--- config.mk ---
export PLATFORM = sky130hd
export DESIGN_NAME = thermocouple_frame_decoder
export DESIGN_NICKNAME = d
export VERILOG_FILES = /design/src/sv/tfd_pkg.sv /design/src/sv/tfd_decode.sv /design/src/sv/tfd_store.sv /design/src/sv/thermocouple_frame_decoder.sv
export SDC_FILE = /design/constraint.sdc
export NUM_CORES = 1
export LEC_CHECK = 0
export BUFFER_PORTS_ARGS = -buffer_cell sky130_fd_sc_hd__buf_2
export CORE_UTILIZATION = 28
export CTS_CLUSTER_SIZE = 28
export DETAILED_ROUTE_END_ITERATION = 12
export PLACE_DENSITY = 0.55
export SLEW_MARGIN = 40
export SYNTH_ARGS = -nofsm -noshare
export SYNTH_HDL_FRONTEND = slang
export SYNTH_SLANG_ARGS = --single-unit
--- constraint.sdc ---
create_clock -name clk -period 7.9 [get_ports clk]
set_input_delay 1.58 -clock clk [delete_from_list [all_inputs] [get_ports clk]]
set_output_delay 1.58 -clock clk [all_outputs]
set_load 0.01 [all_outputs]
--- src/sv/tfd_pkg.sv ---
// Shared types and constants for the thermocouple frame decoder.
package tfd_pkg;

    localparam int CHANNELS = 4;
    localparam int CH_W = 2;
    localparam int CH_IDX_W = (CHANNELS > 1) ? $clog2(CHANNELS) : 1;
    localparam int TEMP_W = 16;
    localparam int FLAG_W = 4;
    localparam int SUMMARY_W = 8;

    localparam logic [TEMP_W-1:0] SENTINEL_RESET = 16'h8000;

    // fault flag codes
    localparam logic [FLAG_W-1:0] FLT_NONE  = 4'h0;
    localparam logic [FLAG_W-1:0] FLT_NOANS = 4'h8;

    // register map
    localparam logic [0:0] REG_INVALID_SENTINEL = 1'b0;

    typedef struct packed {
        logic [TEMP_W-1:0] hot;
        logic [TEMP_W-1:0] cold;
        logic [FLAG_W-1:0] flags;
        logic              valid;
    } rec_t;

    typedef struct packed {
        logic            en;
        logic [CH_W-1:0] ch;
        rec_t            rec;
    } store_wr_t;

endpackage

--- src/sv/tfd_decode.sv ---
// Frame decode: fault bits, temperature fields and the new channel record.
module tfd_decode (
    input  logic [tfd_pkg::CH_W-1:0]   channel,
    input  logic [31:0]                frame,
    input  logic                       bus_error,
    input  logic [tfd_pkg::TEMP_W-1:0] sentinel,
    input  logic [tfd_pkg::TEMP_W-1:0] stored_cold,
    output logic                       in_range,
    output tfd_pkg::rec_t              rec
);

    logic        no_answer;
    logic        hot_bad;
    logic [13:0] hot_raw;
    logic [13:0] hot_adj;
    logic [11:0] cold_raw;
    logic [11:0] cold_adj;
    logic [tfd_pkg::TEMP_W-1:0] hot_deg;
    logic [tfd_pkg::TEMP_W-1:0] cold_deg;

    assign in_range = ({1'b0, channel} < (tfd_pkg::CH_W + 1)'(tfd_pkg::CHANNELS));
    assign no_answer = (frame == 32'h0000_0000) || (frame == 32'hFFFF_FFFF);
    assign hot_bad = frame[16] || (frame[2:0] != 3'b000);

    // divide toward zero: bias negatives before the arithmetic shift
    assign hot_raw  = frame[31:18];
    assign hot_adj  = hot_raw + (hot_raw[13] ? 14'd3 : 14'd0);
    assign hot_deg  = {{4{hot_adj[13]}}, hot_adj[13:2]};
    assign cold_raw = frame[15:4];
    assign cold_adj = cold_raw + (cold_raw[11] ? 12'd15 : 12'd0);
    assign cold_deg = {{8{cold_adj[11]}}, cold_adj[11:4]};

    always_comb
    begin
        rec.hot   = sentinel;
        rec.cold  = sentinel;
        rec.flags = tfd_pkg::FLT_NOANS;
        rec.valid = 1'b0;
        priority if (bus_error)
        begin
            rec.cold = stored_cold;
        end
        else if (no_answer)
        begin
            rec.cold = sentinel;
        end
        else
        begin
            rec.cold  = cold_deg;
            rec.flags = {1'b0, frame[2:0]};
            if (!hot_bad)
            begin
                rec.hot   = hot_deg;
                rec.valid = 1'b1;
            end
        end
    end

endmodule

--- src/sv/tfd_store.sv ---
// Per-channel record registers, read port and fault summary.
module tfd_store (
    input  logic                          clk,
    input  logic                          rst_n,
    input  tfd_pkg::store_wr_t            wr,
    input  logic [tfd_pkg::CH_W-1:0]      rd_ch,
    output tfd_pkg::rec_t                 rd_rec,
    output logic [tfd_pkg::SUMMARY_W-1:0] summary_next
);

    tfd_pkg::rec_t rec_reg [tfd_pkg::CHANNELS];

    always_ff @(posedge clk or negedge rst_n)
    begin
        if (!rst_n)
        begin
            for (int c = 0; c < tfd_pkg::CHANNELS; c++)
            begin
                rec_reg[c].hot   <= tfd_pkg::SENTINEL_RESET;
                rec_reg[c].cold  <= tfd_pkg::SENTINEL_RESET;
                rec_reg[c].flags <= tfd_pkg::FLT_NOANS;
                rec_reg[c].valid <= 1'b0;
            end
        end
        else if (wr.en)
        begin
            rec_reg[wr.ch[tfd_pkg::CH_IDX_W-1:0]] <= wr.rec;
        end
    end

    assign rd_rec = rec_reg[rd_ch[tfd_pkg::CH_IDX_W-1:0]];

    // summary as it stands after this cycle's write
    always_comb
    begin
        logic [tfd_pkg::FLAG_W-1:0] f;
        summary_next = '0;
        for (int c = 0; c < tfd_pkg::CHANNELS; c++)
        begin
            f = rec_reg[c].flags;
            if (wr.en && (wr.ch[tfd_pkg::CH_IDX_W-1:0] == tfd_pkg::CH_IDX_W'(c)))
            begin
                f = wr.rec.flags;
            end
            summary_next[2*c]     = (f != tfd_pkg::FLT_NONE);
            summary_next[2*c + 1] = f[3];
        end
    end

endmodule

--- src/sv/thermocouple_frame_decoder.sv ---
// Thermocouple frame decoder top level: input stage, decode, record store, result register.
// One converter frame per transfer on the input channel; each transfer yields exactly one
// result, loaded into the result register at the edge where it leaves the input register, so
// with out_ready held high a new one is taken every cycle. The input register and the result
// register form a two-stage pipeline; the per-channel record is updated at the same edge that
// loads the result, so back-to-back frames to one channel see each other's updates. The
// invalid sentinel lives at APB address 0 and should be written only while no frames are in
// flight; records already holding the old sentinel keep it.
module thermocouple_frame_decoder (
    input  logic                          clk,
    input  logic                          rst_n,
    // APB configuration
    input  logic                          psel,
    input  logic                          penable,
    input  logic                          pwrite,
    input  logic [2:0]                    paddr,
    input  logic [31:0]                   pwdata,
    output logic [31:0]                   prdata,
    output logic                          pready,
    // frame input
    input  logic                          in_valid,
    output logic                          in_ready,
    input  logic [tfd_pkg::CH_W-1:0]      channel,
    input  logic [31:0]                   frame,
    input  logic                          bus_error,
    // result output
    output logic                          out_valid,
    input  logic                          out_ready,
    output logic [tfd_pkg::CH_W-1:0]      channel_out,
    output logic signed [15:0]            hot_temp,
    output logic signed [15:0]            cold_temp,
    output logic [tfd_pkg::FLAG_W-1:0]    fault_flags,
    output logic                          reading_valid,
    output logic [tfd_pkg::SUMMARY_W-1:0] fault_summary
);

    logic [tfd_pkg::TEMP_W-1:0]    sentinel_reg;
    logic                          s1_valid_reg;
    logic [tfd_pkg::CH_W-1:0]      s1_channel_reg;
    logic [31:0]                   s1_frame_reg;
    logic                          s1_berr_reg;
    logic                          out_valid_reg;
    logic [tfd_pkg::CH_W-1:0]      ch_out_reg;
    tfd_pkg::rec_t                 rec_out_reg;
    logic [tfd_pkg::SUMMARY_W-1:0] summary_reg;

    logic                          advance;
    logic                          fire;
    logic                          cfg_wr;
    logic                          in_range;
    logic [tfd_pkg::CH_W-1:0]      rd_ch;
    tfd_pkg::rec_t                 rd_rec;
    tfd_pkg::rec_t                 dec_rec;
    tfd_pkg::store_wr_t            wr;
    logic [tfd_pkg::SUMMARY_W-1:0] summary_next;

    // configuration port
    assign pready = 1'b1;
    assign cfg_wr = psel && penable && pwrite && pready && (paddr[2] == tfd_pkg::REG_INVALID_SENTINEL);
    assign prdata = (paddr[2] == tfd_pkg::REG_INVALID_SENTINEL)
                  ? {{16{sentinel_reg[15]}}, sentinel_reg} : 32'h0;

    always_ff @(posedge clk or negedge rst_n)
    begin
        if (!rst_n)
        begin
            sentinel_reg <= tfd_pkg::SENTINEL_RESET;
        end
        else if (cfg_wr)
        begin
            sentinel_reg <= pwdata[15:0];
        end
    end

    // pipeline control
    assign advance  = !out_valid_reg || out_ready;
    assign in_ready = !s1_valid_reg || advance;
    assign fire     = s1_valid_reg && advance;

    always_ff @(posedge clk or negedge rst_n)
    begin
        if (!rst_n)
        begin
            s1_valid_reg  <= 1'b0;
            out_valid_reg <= 1'b0;
        end
        else
        begin
            if (in_ready)
            begin
                s1_valid_reg <= in_valid;
            end
            if (advance)
            begin
                out_valid_reg <= s1_valid_reg;
            end
        end
    end

    always_ff @(posedge clk)
    begin
        if (in_valid && in_ready)
        begin
            s1_channel_reg <= channel;
            s1_frame_reg   <= frame;
            s1_berr_reg    <= bus_error;
        end
        if (fire)
        begin
            ch_out_reg  <= in_range ? s1_channel_reg : '0;
            rec_out_reg <= in_range ? dec_rec : rd_rec;
            summary_reg <= summary_next;
        end
    end

    assign rd_ch = in_range ? s1_channel_reg : '0;

    tfd_decode u_decode (
        .channel     (s1_channel_reg),
        .frame       (s1_frame_reg),
        .bus_error   (s1_berr_reg),
        .sentinel    (sentinel_reg),
        .stored_cold (rd_rec.cold),
        .in_range    (in_range),
        .rec         (dec_rec)
    );

    always_comb
    begin
        wr.en  = fire && in_range;
        wr.ch  = s1_channel_reg;
        wr.rec = dec_rec;
    end

    tfd_store u_store (
        .clk          (clk),
        .rst_n        (rst_n),
        .wr           (wr),
        .rd_ch        (rd_ch),
        .rd_rec       (rd_rec),
        .summary_next (summary_next)
    );

    assign out_valid     = out_valid_reg;
    assign channel_out   = ch_out_reg;
    assign hot_temp      = rec_out_reg.hot;
    assign cold_temp     = rec_out_reg.cold;
    assign fault_flags   = rec_out_reg.flags;
    assign reading_valid = rec_out_reg.valid;
    assign fault_summary = summary_reg;

    a_valid_no_fault: assert property (@(posedge clk) disable iff (!rst_n)
        out_valid && reading_valid |-> fault_flags == tfd_pkg::FLT_NONE)
        else $error("valid reading reported with fault flags");

    a_noans_alone: assert property (@(posedge clk) disable iff (!rst_n)
        out_valid && fault_flags[3] |-> fault_flags[2:0] == 3'b000)
        else $error("no-answer flag combined with detail faults");

    a_summary_match: assert property (@(posedge clk) disable iff (!rst_n)
        out_valid |-> (fault_summary[{channel_out, 1'b0}] == (fault_flags != tfd_pkg::FLT_NONE))
                   && (fault_summary[{channel_out, 1'b1}] == fault_flags[3]))
        else $error("fault summary disagrees with reported record");

    a_fire_result: assert property (@(posedge clk) disable iff (!rst_n)
        fire |=> out_valid_reg)
        else $error("decoded frame produced no result");

endmodule
Yosys cells after proc, flatten, opt, wreduce, memory -nomap -nowiden:

Cells that the tools add are included.

* bits in registers: 248
* output and inout bits: 82
* logic and storage cells: 82

* multiplexer cells: 21
* add/subtract/negate cells: 2
* eq/ne operators: 4
* reductions and logical operators: 23
* $lt $le $gt $ge: 2
* bitwise gates (word level): 2

Operators with widths (number)
* bitwise mux 148 bit: 1
* two-way mux 16 bit: 5
* binary-select mux 37 bit (select 2 bit): 1
* demux 37 bit (select 2 bit): 1
* two-way mux 21 bit: 2
* two-way mux 37 bit: 1
* == test 32 bit, second input constant: 1
* zero test 32 bit: 1
* two-way mux 32 bit: 1
* two-way mux 4 bit: 5
* nonzero test 4 bit: 4
* adder 14 bit: 1
* adder 12 bit: 1
* logical AND 1 bit: 10
* two-way mux 5 bit: 2
* == test 2 bit, second input constant: 2
* logical OR 1 bit: 4
* >= comparator 3 bit, second input constant: 1
* less-than comparator 3 x 1 -> 1 bit, second input constant: 1
* inverter 2 -> 3 bit: 1
* nonzero test 3 bit: 1
* == test 2 x 1 -> 1 bit, second input constant: 1
* zero test 1 bit: 2
* zero test 2 bit: 1
* 3 further kinds: 3

Depth between registers and ports, before layout:

* depth after elaboration: 7
* mapped depth: 8
* gate-level depth less buffers: 7

Modules after synthesis:

A second synthesis with hierarchy kept.

* cell total of the unflattened synthesis: 720
* area, all modules: 11763.8 µm²

By module, submodules not included
* tfd_store: instances 1, area each 6755.2 µm², cells each 370, seq. area each 3718.6 µm²
* thermocouple_frame_decoder: instances 1, area each 3903.7 µm², cells each 203, seq. area each 2914.0 µm²
* tfd_decode: instances 1, area each 1104.8 µm², cells each 147, seq. area each 0.0 µm²

Least setup slack after synthesis:

Ideal clock, no wire load.

* path kind: in2out
* start point: input port paddr[2]
* end point: output port prdata[16]
* data required time: 6.320 ns
* setup slack: 3.835 ns
* cell stages on the path: 2
* buffers on the path: 1
* data arrival time: 2.485 ns
* path through: nor2_1 > buf_4

* word-level cells in the longest chain between the ends: 1

RTL lines
* from (decl): RTL line thermocouple_frame_decoder.sv:16 `input logic [2:0] paddr,`
* two-way mux 32 bit: RTL line thermocouple_frame_decoder.sv:61 `? {{16{sentinel_reg[15]}}, sentinel_reg} : 32'h0;`
* to (decl): RTL line thermocouple_frame_decoder.sv:18 `output logic [31:0] prdata,`

Every way passes these cells.

Worst setup path in the final report:

* start point: input port paddr[2]
* end point: output port prdata[28]

The elaborated chain is that of the path after synthesis.

==> results.ini <==
[route]
drtIter0Drc=310
drtAntennaViolNets=0
detail_route.wl_per_cell_um=18.1
drt_first_pass_iters=6
num_vias=5230
drc=0
viasPerCell=4.62
drt_wl_total_um=20500

[synthesis]
ys_seq_area_frac=0.614
yosys_warnings=0
synthArstFlopShare=0.544
ys_types=49
synthCells=614
netlist_area_um2=8020
synth-seq-cells=180
syn_avg_cell_area_um2=13.1
synth_flop_cell=dfrtp_1
synth_edf_count=82
synth_nets=695

[global_routing]
grt_pass1_vias=5135
grt_pass1_wl_um=31100
track_usage=0.145
overflow=0
antenna_found_initial=1
grt_start_max_net_pins=66

[critical_path]
worstSetupPathType=in2out
path_max_fanout=17
cp_data_required_time_ns=6.32
worst-endpoint-arrival_ns=2.46
end_kind=primary output
cp-start-kind=input pin

[floorplan]
core_um2=28000
io_pins=159
die_w_um=171
die_area_um2=29300
die_height_um=171
row_count=61
initial_core_util=0.286

[cells_and_area]
fillers=2779
regArea_um2=4930
antenna_cells=0
multi_input_area_um2=2780
drive_gt1_frac=0.363
largest_register_ffs=80
layoutNonFillerInstCount=1132
nets=822
synthToLayoutAreaGrowth_pct=19.8

[timing]
grt_setup_unrepaired=false
whs_ns=0.486
tightestPinTransition_ns=0.747
clock_skew_ns=0.0177
slew_headroom=0.501
fmax_ghz=0.247
setup_viol=0
tns_ns=0
fin_crit_ns=4.04
final-hold-violation-count=0
period_share=0.512
drv_slew=0

[clock_network]
clkLatencyLatePin_ns=0.44
root_buffer=clkbuf_16
clkTransAtPathRegs_ns=0.07
clock-sinks=180
cts_resized=0
post-cts-setup-buffers=0
ctsLongestPathBuffers=2
cts_made_buffers=17
hold_buffers=0
cts_tree=done
htree_num_levels=4

[power]
power_density_nw_per_um2=274
max-vdd-ir-drop_mv=0.157
p_leak_nw=3.92
power_w=0.00264

[place]
routabilityCongestion=0.781
dp_hpwl_um=14400
dp.cells=1100
portBuffers=139

[worst_hold_path]
hold_class=reg2reg

[run_status]
status=finished, final reports clean

[flow_run]
drv_cap=0

final timing paths:
check / cells past startpoint / to / startpoint / slack, ns
worst max-delay path: 3 / prdata[28] / paddr[2] / 3.86
worst min-delay path: 2 / u_store.rec_reg[76]$_DFFE_PN0P_ / u_store.rec_reg[76]$_DFFE_PN0P_ / 0.49
worst max register to register: 6 / fault_summary[4]$_DFFE_PP_ / s1_berr_reg$_DFFE_PP_ / 4.81
worst min register to register: 2 / u_store.rec_reg[76]$_DFFE_PN0P_ / u_store.rec_reg[76]$_DFFE_PN0P_ / 0.49
max in group asynchronous: 2 / sentinel_reg[0]$_DFFE_PN0P_ / rst_n / 5.81
min in group asynchronous: 1 / u_store.rec_reg[39]$_DFFE_PN0P_ / rst_n / 1.09
power by group:
group          switching [W]  internal [W]  total (W)
clock               0.000404      0.000419   0.000823
sequential          0.000110       0.00121    0.00132
combinational       0.000244      0.000253   0.000498
total               0.000758       0.00188    0.00264
Yosys cell counts, types with 6 or more instances:
master    count  share of area
dfstp_2       9          0.029
nor2b_1      14          0.011
xor2_1        7         0.0076
o21ai_0      35          0.022
nor2_1       73          0.034
mux2_2       45          0.063
dfrtp_1      89           0.28
clkbuf_1     21         0.0098
nand4_1       9         0.0070
o21a_1        8         0.0075
nor3_1        6         0.0037
a22oi_2       9          0.014
edfxtp_1     82           0.31
xnor2_1      11          0.012
nand2_1      36          0.017
a22o_1       36          0.039
nor4_1       11         0.0086
mux4_2       16          0.045
nand3_1       8         0.0050
buf_4        17          0.016
inv_1        21         0.0098
a21oi_1       6         0.0037
per-layer routing:
layer	vias to the layer above	GRT usage	wire length, um
li1	2494	-	-
met1	2572	0.192	9560
met2	153	0.237	9700
met3	11	0.0299	1010
met4	0	0.0466	195
met5	-	0	0
cell type report:
| type | count | share of cell area |
|---|---|---|
| clock buffers | 18 | 0.0446 |
| clock inverters | 14 | 0.0135 |
| inverters | 21 | 0.00820 |
| multi-input cells | 370 | 0.290 |
| flip-flops and latches | 180 | 0.512 |
| well taps | 378 | 0.0492 |
| repair buffers | 151 | 0.0824 |
logic make-up (layout without fill, tap and decap cells):
kind of cell,count (synthesis),count (layout),synth area share
and+or+nand+nor,175,175,0.104
xor gates and xnor gates,18,18,0.0197
DFF,180,180,0.614
buffers and inverters,64,204,0.0402
adders and majority gates,4,4,0.00624
other,1,1,0.000467
AOI/OAI and AO/OA,111,111,0.107
muxes,61,61,0.108
cell usage in the layout, fill, tap and decap left out, types with 2 or more instances in the layout:
cell type | Yosys | final
a22o_1 | 36 | 36
a31oi_1 | 2 | 2
a221oi_1 | 3 | 3
and2_1 | 2 | 2
nand2b_1 | 3 | 3
a21oi_1 | 6 | 6
o21ai_0 | 35 | 35
or3_1 | 3 | 3
mux4_2 | 16 | 16
clkinv_4 | 0 | 2
inv_6 | 0 | 5
nor2_2 | 1 | 2
mux2_2 | 45 | 45
clkbuf_16 | 0 | 17
inv_1 | 21 | 20
nor2b_1 | 14 | 14
o41ai_1 | 4 | 4
buf_4 | 17 | 12
nor2_1 | 73 | 72
buf_2 | 2 | 138
edfxtp_1 | 82 | 82
nand4_1 | 9 | 9
xnor2_1 | 11 | 11
nand2_1 | 36 | 36
nand3_1 | 8 | 8
xor2_1 | 7 | 7
nor3_1 | 6 | 6
o21a_1 | 8 | 8
a22oi_2 | 9 | 9
inv_8 | 0 | 5
and3_1 | 2 | 2
dfrtp_1 | 89 | 89
dfstp_2 | 9 | 9
nor4_1 | 11 | 10
ha_1 | 4 | 4
o221ai_1 | 2 | 2
worst max-delay path: stages:
cell and delay [ns]:
buf_2 0.22, nor2_2 0.43, buf_2 0.22
stage by stage:
stage / utilization / instance area, um2 / worst slack [ns]
6_report: 0.343 / 9610 / 3.86
5_1_grt: 0.343 / 9610 / 3.61
4_1_cts: 0.343 / 9610 / 3.57
3_5_place_dp: 0.323 / 9050 / 3.57
3_3_place_gp: 0.322 / 9030 / 3.60
2_1_floorplan: - / 8020 / 3.83
Note: power is estimated with default switching activity, not from simulation.
